**src/rtl/rpr_pkg.sv**
```systemverilog
// Package for the reversed pixel row packer: types, constants and pixel-width helpers.
`timescale 1ns / 1ps
package rpr_pkg;

  localparam int unsigned BYTE_W = 8;
  localparam int unsigned BPP_W  = 4;
  localparam int unsigned SLOT_W = 3;

  localparam logic [BPP_W-1:0] BPP_RESET = 4'd1;

  typedef enum logic [0:0] {
    ST_LOAD,
    ST_EMIT
  } rpr_state_t;

  // Clamp the programmed width into the range 1..8.
  function automatic logic [BPP_W-1:0] eff_bpp(input logic [BPP_W-1:0] bpp);
    logic [BPP_W-1:0] res;
    begin
      if (bpp == 4'd0) begin
        res = 4'd1;
      end else if (bpp > 4'd8) begin
        res = 4'd8;
      end else begin
        res = bpp;
      end
      return res;
    end
  endfunction

  // Pixels per byte, 8 divided by the effective width, truncated.
  function automatic logic [BPP_W-1:0] pix_per_byte(input logic [BPP_W-1:0] bpp);
    logic [BPP_W-1:0] res;
    begin
      case (bpp)
        4'd1:    res = 4'd8;
        4'd2:    res = 4'd4;
        4'd3:    res = 4'd2;
        4'd4:    res = 4'd2;
        default: res = 4'd1;
      endcase
      return res;
    end
  endfunction

endpackage

```
**src/rtl/rpr_buf.sv**
```systemverilog
// Group buffer: one write port, one read port, registered read data.
`timescale 1ns / 1ps
module rpr_buf
  import rpr_pkg::*;
#(
  parameter int unsigned DEPTH = 64,
  parameter int unsigned AW    = 6
) (
  input  logic              clk,
  input  logic              wr_en,
  input  logic [AW-1:0]     wr_addr,
  input  logic [BYTE_W-1:0] wr_data,
  input  logic              rd_en,
  input  logic [AW-1:0]     rd_addr,
  output logic [BYTE_W-1:0] rd_data
);

  logic [BYTE_W-1:0] mem [DEPTH];
  logic [BYTE_W-1:0] rd_data_r;

  always_ff @(posedge clk) begin
    if (wr_en) begin
      mem[wr_addr] <= wr_data;
    end
  end

  always_ff @(posedge clk) begin
    if (rd_en) begin
      rd_data_r <= mem[rd_addr];
    end
  end

  assign rd_data = rd_data_r;

endmodule

```
**src/rtl/rpr_emit.sv**
```systemverilog
// Row-end read sequencer: walks the buffer downward and feeds the output register.
`timescale 1ns / 1ps
module rpr_emit
  import rpr_pkg::*;
#(
  parameter int unsigned AW = 6,
  parameter int unsigned CW = 7
) (
  input  logic              clk,
  input  logic              rst_n,
  input  logic              start,
  input  logic [CW-1:0]     nbytes,
  input  logic              row_ovf,
  output logic              busy,
  output logic              rd_en,
  output logic [AW-1:0]     rd_addr,
  input  logic [BYTE_W-1:0] rd_data,
  output logic              out_valid,
  input  logic              out_stall,
  output logic [BYTE_W-1:0] out_packed_byte,
  output logic              out_last_byte,
  output logic              out_row_overflow
);

  logic [CW-1:0]     rem_r, rem_nxt;
  logic              q_valid_r, q_valid_nxt;
  logic              q_last_r, q_last_nxt;
  logic              ovf_r, ovf_nxt;
  logic              ov_r, ov_nxt;
  logic [BYTE_W-1:0] ob_r, ob_nxt;
  logic              ol_r, ol_nxt;
  logic              oo_r, oo_nxt;
  logic              move;
  logic              issue;
  logic [CW-1:0]     rem_m1;

  // The read data stage moves on when the output register is free or emptying.
  assign move   = q_valid_r && (!ov_r || !out_stall);
  assign issue  = (rem_r != '0) && (!q_valid_r || move);
  assign rem_m1 = rem_r - CW'(1);

  always_comb begin
    rem_nxt     = rem_r;
    q_valid_nxt = q_valid_r;
    q_last_nxt  = q_last_r;
    ovf_nxt     = ovf_r;
    ov_nxt      = ov_r && out_stall;
    ob_nxt      = ob_r;
    ol_nxt      = ol_r;
    oo_nxt      = oo_r;
    if (start) begin
      rem_nxt = nbytes;
      ovf_nxt = row_ovf;
    end else if (issue) begin
      rem_nxt = rem_m1;
    end
    if (issue) begin
      q_valid_nxt = 1'b1;
      q_last_nxt  = (rem_r == CW'(1));
    end else if (move) begin
      q_valid_nxt = 1'b0;
    end
    if (move) begin
      ov_nxt = 1'b1;
      ob_nxt = rd_data;
      ol_nxt = q_last_r;
      oo_nxt = ovf_r;
    end
  end

  always_ff @(posedge clk) begin
    if (!rst_n) begin
      rem_r     <= '0;
      q_valid_r <= 1'b0;
      ov_r      <= 1'b0;
    end else begin
      rem_r     <= rem_nxt;
      q_valid_r <= q_valid_nxt;
      ov_r      <= ov_nxt;
    end
  end

  always_ff @(posedge clk) begin
    q_last_r <= q_last_nxt;
    ovf_r    <= ovf_nxt;
    ob_r     <= ob_nxt;
    ol_r     <= ol_nxt;
    oo_r     <= oo_nxt;
  end

  assign busy             = (rem_r != '0) || q_valid_r;
  assign rd_en            = issue;
  assign rd_addr          = rem_m1[AW-1:0];
  assign out_valid        = ov_r;
  assign out_packed_byte  = ob_r;
  assign out_last_byte    = ol_r;
  assign out_row_overflow = oo_r;

endmodule

```
**src/rtl/pixel_row_packer_reversed_core.sv**
```systemverilog
// Top level of the reversed pixel row packer: pixel loading, row control and assertions.
`timescale 1ns / 1ps
//
//  Channel   Direction  Handshake           Beat payload
//  in_*      input      in_valid/in_stall   in_pixel_value, in_last_in_row
//  out_*     output     out_valid/out_stall out_packed_byte, out_last_byte, out_row_overflow
//  cfg_*     input      cfg_wr_en           cfg_wr_data (bits per pixel)
//
// While a row loads, one pixel beat is accepted every cycle. Pixels of a group are
// gathered in an accumulator register, and each completed group is written once into
// the group buffer memory. A row end with complete groups stalls the input while the
// buffer is read back top down, one byte per cycle while the output does not stall.
// Reset is synchronous and active low and sets one bit per pixel; an output stall
// holds the output and read stages.
module pixel_row_packer_reversed_core
  import rpr_pkg::*;
#(
  parameter int unsigned ROW_BYTES_MAX = 64
) (
  input  logic              clk,
  input  logic              rst_n,
  input  logic              in_valid,
  output logic              in_stall,
  input  logic [BYTE_W-1:0] in_pixel_value,
  input  logic              in_last_in_row,
  output logic              out_valid,
  input  logic              out_stall,
  output logic [BYTE_W-1:0] out_packed_byte,
  output logic              out_last_byte,
  output logic              out_row_overflow,
  input  logic              cfg_wr_en,
  input  logic [BPP_W-1:0]  cfg_wr_data
);

  // Address width of the buffer and width of a group count that can hold the depth.
  localparam int unsigned AW = (ROW_BYTES_MAX > 1) ? $clog2(ROW_BYTES_MAX) : 1;
  localparam int unsigned CW = $clog2(ROW_BYTES_MAX + 1);
  localparam logic [CW-1:0] FULL_CNT = CW'(ROW_BYTES_MAX);

  rpr_state_t        state_r, state_nxt;
  logic [BPP_W-1:0]  bpp_r, bpp_nxt;
  logic [CW-1:0]     grp_r, grp_nxt;
  logic [SLOT_W-1:0] slot_r, slot_nxt;
  logic              ovf_r, ovf_nxt;
  logic [BYTE_W-1:0] acc_r, acc_nxt;

  logic [BPP_W-1:0]  bpp;
  logic [BPP_W-1:0]  ppb;
  logic [SLOT_W-1:0] shamt;
  logic [BYTE_W-1:0] shifted;
  logic [BYTE_W-1:0] merged;
  logic              full;
  logic              in_acc;
  logic              grp_done;
  logic              row_ovf;

  logic              wr_en;
  logic              emit_start;
  logic              emit_busy;
  logic              rd_en;
  logic [AW-1:0]     rd_addr;
  logic [BYTE_W-1:0] rd_data;

  assign bpp     = eff_bpp(bpp_r);
  assign ppb     = pix_per_byte(bpp);
  // The slot index times the width never reaches eight, so three bits suffice.
  assign shamt   = SLOT_W'({1'b0, slot_r} * bpp);
  assign shifted = in_pixel_value << shamt;
  assign merged  = (slot_r == '0) ? shifted : (acc_r | shifted);
  assign full    = (grp_r == FULL_CNT);

  assign in_stall = (state_r != ST_LOAD);
  assign in_acc   = in_valid && !in_stall;
  assign grp_done = in_acc && !full && ({1'b0, slot_r} == ppb - BPP_W'(1));
  assign wr_en    = grp_done;
  assign row_ovf  = ovf_r || (in_acc && full);

  always_comb begin
    state_nxt  = state_r;
    bpp_nxt    = bpp_r;
    grp_nxt    = grp_r;
    slot_nxt   = slot_r;
    ovf_nxt    = ovf_r;
    acc_nxt    = acc_r;
    emit_start = 1'b0;
    case (state_r)
      ST_LOAD: begin
        if (in_acc) begin
          if (full) begin
            ovf_nxt = 1'b1;
          end else if (grp_done) begin
            grp_nxt  = grp_r + CW'(1);
            slot_nxt = '0;
          end else begin
            acc_nxt  = merged;
            slot_nxt = slot_r + SLOT_W'(1);
          end
          if (in_last_in_row) begin
            // Only complete groups go out; a partial group is dropped here.
            if (grp_nxt != '0) begin
              emit_start = 1'b1;
              state_nxt  = ST_EMIT;
            end
            grp_nxt  = '0;
            slot_nxt = '0;
            ovf_nxt  = 1'b0;
          end
        end
      end
      ST_EMIT: begin
        if (!emit_busy) begin
          state_nxt = ST_LOAD;
        end
      end
      default: begin
        state_nxt = ST_LOAD;
      end
    endcase
    // A width change drops any partly loaded row.
    if (cfg_wr_en) begin
      bpp_nxt  = cfg_wr_data;
      grp_nxt  = '0;
      slot_nxt = '0;
      ovf_nxt  = 1'b0;
    end
  end

  always_ff @(posedge clk) begin
    if (!rst_n) begin
      state_r <= ST_LOAD;
      bpp_r   <= BPP_RESET;
      grp_r   <= '0;
      slot_r  <= '0;
      ovf_r   <= 1'b0;
    end else begin
      state_r <= state_nxt;
      bpp_r   <= bpp_nxt;
      grp_r   <= grp_nxt;
      slot_r  <= slot_nxt;
      ovf_r   <= ovf_nxt;
    end
  end

  always_ff @(posedge clk) begin
    acc_r <= acc_nxt;
  end

  rpr_buf #(
    .DEPTH (ROW_BYTES_MAX),
    .AW    (AW)
  ) u_buf (
    .clk     (clk),
    .wr_en   (wr_en),
    .wr_addr (grp_r[AW-1:0]),
    .wr_data (merged),
    .rd_en   (rd_en),
    .rd_addr (rd_addr),
    .rd_data (rd_data)
  );

  rpr_emit #(
    .AW (AW),
    .CW (CW)
  ) u_emit (
    .clk              (clk),
    .rst_n            (rst_n),
    .start            (emit_start),
    .nbytes           (grp_r + CW'(grp_done)),
    .row_ovf          (row_ovf),
    .busy             (emit_busy),
    .rd_en            (rd_en),
    .rd_addr          (rd_addr),
    .rd_data          (rd_data),
    .out_valid        (out_valid),
    .out_stall        (out_stall),
    .out_packed_byte  (out_packed_byte),
    .out_last_byte    (out_last_byte),
    .out_row_overflow (out_row_overflow)
  );

  // The group count never runs past the buffer depth.
  a_grp_bound: assert property (@(posedge clk) disable iff (!rst_n)
    grp_r <= FULL_CNT)
    else $error("group count beyond buffer depth");

  // The slot inside a group stays below the pixels per byte.
  a_slot_bound: assert property (@(posedge clk) disable iff (!rst_n)
    {1'b0, slot_r} < ppb)
    else $error("pixel slot out of range");

  // The buffer is never written while a row is being read back.
  a_no_wr_emit: assert property (@(posedge clk) disable iff (!rst_n)
    wr_en |-> (state_r == ST_LOAD) && !emit_busy)
    else $error("buffer write during read-back");

  // A read-back is started only from an idle sequencer and keeps it busy next cycle.
  a_start_idle: assert property (@(posedge clk) disable iff (!rst_n)
    emit_start |-> !emit_busy ##1 emit_busy)
    else $error("read-back start overlaps a running one");

endmodule

```
**config.mk**
```make
export PLATFORM = sky130hd
export DESIGN_NAME = pixel_row_packer_reversed_core
export DESIGN_NICKNAME = d
export VERILOG_FILES = /design/src/rtl/rpr_pkg.sv /design/src/rtl/rpr_buf.sv /design/src/rtl/rpr_emit.sv /design/src/rtl/pixel_row_packer_reversed_core.sv
export SDC_FILE = /design/constraint.sdc
export NUM_CORES = 1
export LEC_CHECK = 0
export ABC_AREA = 1
export BUFFER_PORTS_ARGS = -buffer_cell sky130_fd_sc_hd__buf_2
export CAP_MARGIN = 20
export CORE_MARGIN = 1.5
export CORE_UTILIZATION = 63
export DETAILED_ROUTE_END_ITERATION = 12
export MAX_ROUTING_LAYER = met4
export PLACE_DENSITY = 0.83
export SLEW_MARGIN = 5
export SYNTH_ARGS = -nofsm -noshare
export SYNTH_HDL_FRONTEND = slang
export SYNTH_SLANG_ARGS = --single-unit
```
**constraint.sdc**
```tcl
create_clock -name clk -period 3.85 [get_ports clk]
set_input_delay 0 -clock clk [delete_from_list [all_inputs] [get_ports clk]]
set_output_delay 0 -clock clk [all_outputs]
set_load 0.02 [all_outputs]
```
==> results of run 1 <==
-- flip-flops by register name, summed over array words and instances (netlist names), 3 cells and up --
name	count
acc_r	8
u_emit.rem_r	7
bpp_r	4
u_emit.out_packed_byte	8
u_buf.rd_data	8
u_buf.mem	512
slot_r	3
grp_r	7
-- logic make-up (layout without fill, tap and decap cells) --
kind of cell / Yosys count / count (layout)
DFF: 565 / 565
buffers and inverters: 158 / 264
muxes: 83 / 83
adders and majority gates: 9 / 9
and+or+nand+nor: 567 / 567
AOI/OAI and AO/OA: 365 / 365
xor gates and xnor gates: 15 / 15
-- worst max path at each step --
stage	from	to	slack, ps	cells past startpoint
floorplan	bpp_r[2]	acc_r[7]	750	12
global placement	grp_r[0]	u_buf.mem[35][2]	760	9
detailed placement	grp_r[0]	u_buf.mem[35][1]	600	9
CTS	bpp_r[1]	u_buf.mem[38][6]	350	13
global route	bpp_r[0]	u_buf.mem[36][6]	70	13
finish	bpp_r[0]	u_buf.mem[36][6]	260	13
-- Yosys cell counts (all sizes together) --
master / n
edfxtp: 540
nor2: 326
o21ai: 166
nand2: 129
nand3: 101
mux2i: 83
o221ai: 81
clkbuf: 79
inv: 50
o32ai: 47
o211ai: 44
buf: 27
a21oi: 26
dfxtp: 25
xor2: 11
ha: 9
nor3: 6
xnor2: 4
clkinv: 2
nand3b: 2
nand4: 1
o21a: 1
or2: 1
or3: 1
-- placed cells by master, fill, tap and decap left out, types with 3 or more instances in the layout --
cell type,netlist,routed
inv_6,0,3
dfxtp_1,25,24
ha_1,9,8
inv_2,8,7
nand2_1,118,114
buf_2,18,29
xnor2_1,4,3
nand2_2,8,12
edfxtp_1,540,540
clkbuf_1,79,11
nor3_1,6,6
nand3_1,98,94
o32ai_1,47,47
nand3_2,2,6
nor2_2,3,3
o21ai_0,163,163
xor2_1,11,10
buf_12,0,10
mux2i_1,83,83
dlygate4sd3_1,0,24
clkinv_2,0,11
clkinvlp_4,0,5
a21oi_1,26,26
nand2_4,3,3
nor2_1,317,317
o21ai_1,3,3
o211ai_1,44,44
o221ai_1,81,81
clkinv_1,2,12
inv_1,42,42
buf_4,2,52
clkbuf_16,0,53
nor2_4,6,6
-- layer usage --
layer	wire, um	vias up	global-route usage
met5	0	-	-
li1	-	6748	-
met2	25900	1011	0.455
met4	2330	0	0.122
met1	20700	7356	0.402
met3	6600	173	0.0706
-- metrics by stage --
step | cell area, um2 | worst slack (ps)
6_report | 26000 | 257
5_1_grt | 26000 | 66.3
4_1_cts | 26000 | 346
3_5_place_dp | 24200 | 602
3_3_place_gp | 24200 | 755
2_1_floorplan | 23200 | 746
-- power by group through the flow --
stage | Combinational [W] | Clock, W | Sequential (W)
final | 0.00682 | 0.00485 | 0.00719
after global routing | 0.00727 | 0.00509 | 0.00720
after CTS | 0.00665 | 0.00487 | 0.00718
after detailed placement | 0.00654 | 0 | 0.00731
after global placement | 0.00633 | 0 | 0.00731
after floorplan | 0.00447 | 0 | 0.00729
-- worst register-to-register path, stage by stage, from the launching register on --
cell and delay (ps):
dfxtp_1 330, nor2_1 150, nand2_1 90, nand2_1 70, nand2_1 80, nor2_1 420
inv_1 260, nand2_1 110, nand2_1 50, dlygate4sd3_1 590, o211ai_1 170, dlygate4sd3_1 590
nand3_2 100, buf_12 210
-- area by class of cell --
class                      instances  area (um2)
inverter                          52         198
tap                              468         586
clock buffer                      64        1370
fill                            2290       10400
clock inverter                    33         234
timing repair buffer             115         976
sequential                       565       16700
multi-input combinational       1039        5950
==> metrics.md, run 1 <==
| Metric | Value |
|---|---|
| Run status | `finished clean` |
| Pins over their slew limit | `0` |
| Lkg Pwr | `8.66 nW` |
| Final min period | `3590 ps` |
| Cell family with most CP delay | `buffers and inverters` |
| Clock transition at path regs | `60 ps` |
| Syn avg cell area | `13.2 um2` |
| Routed wire per std cell | `23.8 um` |
| Worst-Skew Late Latency | `580 ps` |
| GPL Wtd Cong | `0.898` |
| Final layout net count | `1852` |
| Yosys cell types | `36` |
| PnR Total Power | `0.0189 W` |
| Hold EP | `acc_r[4]` |
| Largest family of logic cells by synthesized area | `compound AO/OA/AOI/OAI gates` |
| Combinational power share | `0.362` |
| Seq/Total Area, Yosys | `0.719` |
| Worst hold path type | `in2reg` |
| Crit. End Element | `flip-flop` |
| Post-Synth Simple-Gate Area | `0.103` |
| Post-Synthesis Cell Area | `23200 um2` |
| Setup CP Type | `reg2reg` |
| Initial Util | `0.638` |
| Worst path arrival time | `3860 ps` |
| Crit start category | `flip-flop` |
| Total negative setup slack | `0 ps` |
| Clock share of power | `0.257` |
| PortBufs | `29` |
| Bufs on Longest Clock Path | `3` |
| Top-area cell type share of the netlist area | `0.698` |
| Crit path largest cell delay | `590 ps` |
| Multiplexer share of the synthesized area | `0.0357` |
| Layout area overhead | `12.0%` |
| Worst R2R Path Depth | `13` |
| CP max stage cell | `dlygate4sd3_1` |
| Max-slew headroom | `0.337` |
| Hold path start | `in_pixel_value[1]` |
| Vias in the first global route | `14400` |
| Internal cell power | `0.0118 W` |
| FMAX | `278 MHz` |
| # rows | `70` |
| Final WL | `55500 um` |
| Die Wd | `195 um` |
| Worst hold slack | `27.8 ps` |
| Post-Synth XOR/XNOR Area | `0.00565` |
| Post-synthesis adder-cell area fraction | `0.00484` |
| Compound-cell area share of the yosys netlist | `0.104` |
| Synth Instances | `1762` |
| CTS Hold Buffers Added | `24` |
| Core box area | `36400 um2` |
| Die ar. | `38100 um2` |
| Yosys reg bits | `565` |
| CTS buffer count | `52` |
| Clk sink count | `565` |
| Cell area power density | `724 nW/um2` |
| Post-route insts no fill | `2336` |
| Most used cell, CP | `nand2_1` |
| Synth top area cells | `edfxtp_1, nor2_1, mux2i_1` |
| Number of vias per cell | `6.54` |
| DR vias | `15300` |
| Switch share | `0.374` |
| Sw power | `0.00704 W` |
| Hold depth | `5` |
| CTS tree | `yes` |
| Number of gates resized after cts | `0` |
| Num ports | `30` |
| Depth of the CTS H-tree | `2` |
| Final Hold Fails | `0` |
| Placed Cells incl. Taps | `2215` |
| ANT nets after route | `0` |
| Worst-Margin Slew | `995 ps` |
| RR Endpoint | `u_buf.mem[36][6]` |
| Setup violators final | `0` |
| Tcrit/Tclk final | `0.933` |
| WP data required | `4120 ps` |
| Crit path cell chain | `nor2_1 > nand2_1 > nand2_1 > nand2_1 > nor2_1 > inv_1 > nand2_1 > nand2_1 > dlygate4sd3_1 > o211ai_1 > dlygate4sd3_1 > nand3_2 > buf_12` |
| Total grt overflow | `0` |
| Pin count of the biggest net entering global routing | `193` |
| Drt pass-1 iters | `6` |
| Overall routing resource usage | `0.302` |
| RSZ-0062 raised after global routing | `no` |
| Ys Warns | `0` |
| Setup Buffers After CTS | `0` |
| Initial drt markers | `2318` |
| Clk Tree Root Cell | `clkbuf_16` |
| Fraction of layout cells with a size suffix above 1 | `0.113` |
| Max_cap viols | `0` |
| Flop pwr share | `0.381` |
| R2r setup slk | `260 ps` |
| Die Span Y | `195 um` |
| Initial antenna violation count | `0` |
| Max FO, Critical Path | `64` |
| Antenna cells | `0` |
| Worst VDD drop | `0.000726 V` |
| Crit Reg-Reg Startpoint | `bpp_r[0]` |
| First-pass GRT wire length | `84000 um` |
| Drt drc | `0` |
| Post-Syn Nets | `1789` |
| Leading area contributor after synthesis | `edfxtp_1` |
| Critical path buffers and inverters | `4` |
| Final Skew | `13.5 ps` |
| Final core occ | `0.714` |
| Hpwl dp | `32800 um` |
Power figures use the tool's default switching activity.
==> run 2: changes to the inputs <==
REMOVE_ABC_BUFFERS = 1   (was unset)
==> run 2 against run 1 <==
  * Sequential share of layout area fell by 0.45 points
  * Critical path type unchanged
  * Critical path depth fell by 4
  * Global-route usage rose by 1.1 points
  * Register-to-register slack improved by 320 ps
==> metrics.md, run 2 (synthesis gave the netlist of run 1 again) <==
| Metric | Value |
|---|---|
| Run status | `finished clean` |
| Sw power | `0.00723 W (+2.7%)` |
| Worst hold slack | `93.8 ps (+66.0 ps)` |
| Die Span Y | `195 um (unchanged)` |
| Num ports | `30 (unchanged)` |
| Internal cell power | `0.0122 W (+3.5%)` |
| Max-slew headroom | `0.260 (-0.0762)` |
| Switch share | `0.372 (-0.00186)` |
| Final layout net count | `1853 (+0.054%)` |
| Fraction of layout cells with a size suffix above 1 | `0.118 (+0.00457)` |
| Layout area overhead | `12.7%` |
| Depth of the CTS H-tree | `2 (unchanged)` |
| Worst path arrival time | `3490 ps (-370 ps)` |
| Overall routing resource usage | `0.313 (+0.0110)` |
| Hpwl dp | `34100 um (+4.2%)` |
| Die Wd | `195 um (unchanged)` |
| Final core occ | `0.719 (+0.00501)` |
| Crit start category | `flip-flop` |
| Flop pwr share | `0.366 (-0.015)` |
| Initial drt markers | `2405 (+3.8%)` |
| Setup violators final | `0 (unchanged)` |
| Core box area | `36400 um2 (unchanged)` |
| Most common cell after layout, fill and taps aside | `edfxtp_1` |
| Vias in the first global route | `14700 (+1.7%)` |
| Max FO, Critical Path | `10 (-84%)` |
| Fillers | `2269 (-0.92%)` |
| FMAX | `306 MHz (+9.9%)` |
| Final Hold Fails | `0 (unchanged)` |
| Combinational power share | `0.362 (about the same)` |
| # rows | `70 (unchanged)` |
| Worst-Skew Late Latency | `600 ps (+20 ps)` |
| Setup Buffers After CTS | `0 (unchanged)` |
| WP data required | `4070 ps (-50 ps)` |
| Tcrit/Tclk final | `0.850 (-0.0837)` |
| Number of gates resized after cts | `0 (unchanged)` |
| Clock transition at path regs | `60 ps (about the same)` |
| Worst-Margin Slew | `1110 ps (+114 ps)` |
| CTS buffer count | `54 (+3.8%)` |
| Worst hold path type | `in2reg` |
| Number of vias per cell | `6.61 (+1.0%)` |
| Initial antenna violation count | `1 (+1)` |
| GPL Wtd Cong | `0.941 (+4.7%)` |
| First-pass GRT wire length | `86900 um (+3.4%)` |
| Pins over their slew limit | `0 (unchanged)` |
| Die ar. | `38100 um2 (unchanged)` |
| Fin worst setup slack | `579 ps (+322 ps)` |
| CTS tree | `yes` |
| Final WL | `57500 um (+3.5%)` |
| Max reg flops | `512 (unchanged)` |
| Most flop-heavy register | `u_buf.mem` |
| PortBufs | `29 (unchanged)` |
| Crit. End Element | `flip-flop` |
| Worst VDD drop | `0.000800 V (+10%)` |
| Max_cap viols | `0 (unchanged)` |
| Total grt overflow | `0 (unchanged)` |
| DP Worst Slack | `726 ps (+123 ps)` |
| R2r setup slk | `580 ps (+320 ps)` |
| FF+latch area | `16700 um2 (unchanged)` |
| RSZ-0062 raised after global routing | `no` |
| Final Skew | `20.1 ps (+6.61 ps)` |
| Pin count of the biggest net entering global routing | `195 (+1.0%)` |
| Drt pass-1 iters | `8 (+2)` |
| ANT nets after route | `0 (unchanged)` |
| Drt drc | `0 (unchanged)` |
| Cell area power density | `742 nW/um2 (+2.5%)` |
| Final min period | `3270 ps (-322 ps)` |
| Clk Tree Root Cell | `clkbuf_16` |
| Clock share of power | `0.272 (+0.015)` |
| Multi-input gate area | `5950 um2 (unchanged)` |
| Clk sink count | `565 (unchanged)` |
| Setup CP Type | `reg2reg` |
| DR vias | `15500 (+1.3%)` |
| CTS Hold Buffers Added | `17 (-29%)` |
| Bufs on Longest Clock Path | `3 (unchanged)` |
| Most frequent cells in the layout | `edfxtp_1, nor2_1, o21ai_0` |
| Routed wire per std cell | `24.5 um (+3.3%)` |
| Initial Util | `0.638 (unchanged)` |
| Lkg Pwr | `8.77 nW (+1.3%)` |
[run 2: power groups by stage]
stage | clock [W] | sequential [W] | combinational, W
floorplan | 0 | 0.00752 | 0.00376
global placement | 0 | 0.00724 | 0.00661
global route | 0.00553 | 0.00712 | 0.00747
CTS | 0.00530 | 0.00711 | 0.00689
detailed placement | 0 | 0.00724 | 0.00679
finish | 0.00529 | 0.00711 | 0.00705
[run 2: critical path, cell delays in order (launching register included)]
cell and delay (ps):
dfxtp_1 470, inv_1 130, ha_1 240, nand3_2 100
nor2_4 60, nor2_4 190, nand3_4 160, nor2_1 230
nand2_1 560, nor2_1 750
[run 2: cell type report]
class / instances / area share
Sequential cell: 565 / 0.638
Multi-Input combinational cell: 1039 / 0.227
Clock buffer: 77 / 0.0596
Timing Repair Buffer: 114 / 0.0372
Tap cell: 468 / 0.0223
Clock inverter: 25 / 0.00840
Inverter: 52 / 0.00754
Antenna cell: 1 / 0.0000955
[run 2: path summary, 6_finish.rpt]
| path | from | to | cells after the start |
|---|---|---|---|
| min reg2reg | u_buf.rd_data[0] | u_emit.out_packed_byte[0] | 0 |
| max reg2reg | grp_r[0] | u_buf.mem[10][7] | 9 |
| max | grp_r[0] | u_buf.mem[10][7] | 9 |
| min | in_pixel_value[7] | u_buf.mem[42][7] | 5 |
[run 2: metal layers]
| layer | GRT usage | vias up | routed length, um |
|---|---|---|---|
| met3 | 0.0599 | 180 | 6300 |
| met4 | 0.137 | 0 | 2420 |
| met5 | - | - | 0 |
| li1 | - | 6746 | - |
| met1 | 0.427 | 7447 | 21800 |
| met2 | 0.466 | 1107 | 26900 |
[run 2: through the flow]
step	instance area [um2]	power (W)	TNS [ps]	std cells
floorplan	22800	0.0113	-207190	1656
global placement	24300	0.0138	0	2221
detailed placement	24300	0.0140	0	2221
CTS	26200	0.0193	0	2340
global route	26200	0.0201	0	2341
finish	26200	0.0195	0	2341
==> run 3: changes to the inputs <==
ABC_AREA = 0   (was 1)
clock period = 3.4 ns   (was 3.85 ns; I/O delays follow)
==> run 3 against run 2 <==
  * Sequential share of layout area rose by 0.94 points
  * Critical endpoint is now in_stall
  * Routed wire length fell by 9.6%
  * Highest routed layer unchanged
  * Sequential cell count did not move
  * Clock-buffer cell count is 13 lower
  * Via count is 23% lower
  * Critical path depth up 3
  * Global-route usage is 1.5 points lower
  * Cell area shrank 1.4%
  * Clock skew grew 3.3 ps
  * Combinational power shrank 4.4%
  * First-iteration DRC count fell by 46%
==> metrics.md, run 3 <==
| Metric | Value |
|---|---|
| Wire length on met2 | `26300 um (-2.4%)` |
| Max-slew headroom | `0.368 (+0.108)` |
| Flop pwr share | `0.392 (+0.026)` |
| Cell area power density | `800 nW/um2 (+7.7%)` |
| CTS buffer count | `53 (-1.9%)` |
| Clk Tree Root Cell | `clkbuf_16` |
| Layout area overhead | `14.6%` |
| PortBufs | `29 (unchanged)` |
| Worst-Skew Late Latency | `600 ps (about the same)` |
| Internal cell power | `0.0146 W (+19%)` |
| Core box area | `35400 um2 (-2.9%)` |
| Most frequent cells in the layout | `edfxtp_1, mux4_2, buf_4` |
| Seq/Total Area, Yosys | `0.741 (+0.0223)` |
| Ys flop type | `edfxtp_1` |
| Fraction of layout cells with a size suffix above 1 | `0.314 (+0.196)` |
| Die Span Y | `192 um (-1.5%)` |
| Hpwl dp | `29500 um (-14%)` |
| Final Instance Area | `25800 um2 (-1.4%)` |
| Most flop-heavy register | `u_buf.mem` |
| Max FO, Critical Path | `9 (-1)` |
| Placed Cells incl. Taps | `1628 (-27%)` |
| Vias in the first global route | `11700 (-20%)` |
| Leading area contributor after synthesis | `edfxtp_1` |
| Overall routing resource usage | `0.298 (-0.0147)` |
| Routed wire per std cell | `29.8 um (+21%)` |
| # rows | `69 (-1.4%)` |
| Lkg Pwr | `8.36 nW (-4.7%)` |
| Max reg flops | `512 (unchanged)` |
| Synth top area cells | `edfxtp_1, mux4_2, dfxtp_1` |
| Largest family of logic cells by synthesized area | `multiplexers` |
| Crit. End Element | `flip-flop` |
| Final WL | `52000 um (-9.6%)` |
| Num ports | `30 (unchanged)` |
| Synth Instances | `1092 (-38%)` |
| EDFF count, synth | `540 (unchanged)` |
| Yosys cell types | `53 (+47%)` |
| M1 WL | `19100 um (-13%)` |
| WP data required | `3890 ps (-180 ps)` |
| Drt pass-1 iters | `5 (-3)` |
| Clk sink count | `565 (unchanged)` |
| Syn avg cell area | `20.6 um2 (+57%)` |
| Multiplexer share of the synthesized area | `0.178 (+0.142)` |
| Initial antenna violation count | `3 (+2)` |
| Final layout net count | `1266 (-32%)` |
| Drt drc | `0 (unchanged)` |
| Run status | `finished clean` |
| Worst path arrival time | `3590 ps (+100 ps)` |
| Synth top cells by count | `edfxtp_1, mux4_2, nor2_1` |
| Worst hold path type | `in2reg` |
| Top Layer Used | `met4` |
| Initial drt markers | `1294 (-46%)` |
| GPL Wtd Cong | `0.891 (-5.3%)` |
| Pin count of the biggest net entering global routing | `66 (-66%)` |
| Setup Buffers After CTS | `0 (unchanged)` |
| Top-count cell post-synth | `edfxtp_1` |
| DP Worst Slack | `354 ps (-371 ps)` |
| Fin worst setup slack | `296 ps (-284 ps)` |
| Ys Warns | `0 (unchanged)` |
| Die Wd | `192 um (-1.5%)` |
| CTS tree | `yes` |
| Setup violators final | `0 (unchanged)` |
| Tcrit/Tclk final | `0.913 (+0.0635)` |
| Post-Synth XOR/XNOR Area | `0.00777 (+0.00212)` |
| Crit start category | `flip-flop` |
| Final min period | `3100 ps (-166 ps)` |
| DR vias | `11900 (-23%)` |
| Die ar. | `36900 um2 (-3.0%)` |
| Yosys reg bits | `565 (unchanged)` |
| Total grt overflow | `0 (unchanged)` |
| Bufs on Longest Clock Path | `3 (unchanged)` |
| Initial Util | `0.637 (-0.00100)` |
| ANT nets after route | `0 (unchanged)` |
| Final Skew | `23.4 ps (+3.26 ps)` |
| Combinational power share | `0.326 (-0.036)` |
| Clock share of power | `0.282 (+0.010)` |
| Setup CP Type | `reg2reg` |
| Worst-Margin Slew | `943 ps (-167 ps)` |
| Post-synthesis adder-cell area fraction | `0.00499 (+0.000150)` |
| Number of gates resized after cts | `0 (unchanged)` |
| Final Hold Fails | `0 (unchanged)` |
| Top-area cell type share of the netlist area | `0.719 (+0.0216)` |
| Sw power | `0.00610 W (-16%)` |
| RSZ-0062 raised after global routing | `no` |
| Clock transition at path regs | `60 ps (about the same)` |
| Post-route insts no fill | `1744 (-26%)` |
| DP Area | `24000 um2 (-1.2%)` |
| Synth async-reset ratio | `0 (unchanged)` |
| Switch share | `0.295 (-0.0765)` |
| Depth of the CTS H-tree | `2 (unchanged)` |
| Metal3 WL | `4700 um (-25%)` |
| Pins over their slew limit | `0 (unchanged)` |
| Max_cap viols | `0 (unchanged)` |
| Most common cell after layout, fill and taps aside | `edfxtp_1` |
| FMAX | `322 MHz (+5.4%)` |
| Post-Synth Simple-Gate Area | `0.0384 (-0.0646)` |
| Post-Synthesis Cell Area | `22500 um2 (-3.0%)` |
| Worst VDD drop | `0.000733 V (-8.3%)` |
| First-pass GRT wire length | `75500 um (-13%)` |
| Number of vias per cell | `6.81 (+2.9%)` |
| Compound-cell area share of the yosys netlist | `0.0160 (-0.0881)` |
[run 3: per-layer routing]
metal  global-route usage  vias up
li1                     -     4800
met1                0.382     6128
met2                0.485      808
met3               0.0597      133
met4                0.100        0
met5                    -        -
[run 3: cell families (layout without fill, tap and decap cells)]
group / after synthesis / count (layout)
DFF: 565 / 565
muxes: 190 / 190
and+or+nand+nor: 190 / 190
buffers and inverters: 69 / 258
AOI/OAI and AO/OA: 49 / 49
xor gates and xnor gates: 20 / 20
adders and majority gates: 9 / 9
other: 0 / 2
[run 3: cell type report]
class,count,area [um2]
flip-flops and latches,565,16700
fillers,1908,9570
multi-input cells,458,5580
clock buffers,64,1390
repair buffers,152,1210
well taps,461,577
clock inverters,33,314
inverters,9,33.8
diodes,2,5.00
[run 3: stage by stage]
| step | hold slack, ps | power, W | util | TNS (ps) |
|---|---|---|---|---|
| floorplan | 61.9 | 0.0126 | - | -335770 |
| global placement | 222 | 0.0148 | 0.677 | 0 |
| detailed placement | 226 | 0.0149 | 0.677 | 0 |
| CTS | 81.5 | 0.0208 | 0.730 | 0 |
| global route | 183 | 0.0212 | 0.730 | 0 |
| finish | 126 | 0.0207 | 0.730 | 0 |
[run 3: power groups by stage]
| stage | clock (W) | sequential (W) | combinational [W] |
|---|---|---|---|
| after CTS | 0.00587 | 0.00809 | 0.00679 |
| after floorplan | 0 | 0.00848 | 0.00410 |
| final | 0.00582 | 0.00809 | 0.00674 |
| after global routing | 0.00612 | 0.00810 | 0.00703 |
| after global placement | 0 | 0.00823 | 0.00653 |
| after detailed placement | 0 | 0.00823 | 0.00664 |
[run 3: final timing paths]
check | depth (start not counted) | slack [ps] | start | endpoint
max | 12 | 300 | grp_r[0] | in_stall
min | 3 | 130 | cfg_wr_en | grp_r[6]
max reg2reg | 12 | 300 | grp_r[0] | in_stall
min reg2reg | 0 | 420 | u_buf.rd_data[6] | u_emit.out_packed_byte[6]
[run 3: repair_timing]
item,4_1_cts,5_1_grt
endpoints found under the setup margin,0,0
endpoints found under the hold margin,24,0
hold buffers,17,0
[run 3: critical path: stages (launching register included)]
cell	delay [ps]
dfxtp_1	520
inv_1	110
ha_1	210
nand2_1	110
nor3_4	50
nor2_2	150
and2_1	180
ha_1	270
mux2_2	290
a2111oi_2	330
a21oi_1	70
o31a_1	460
o21a_1	250
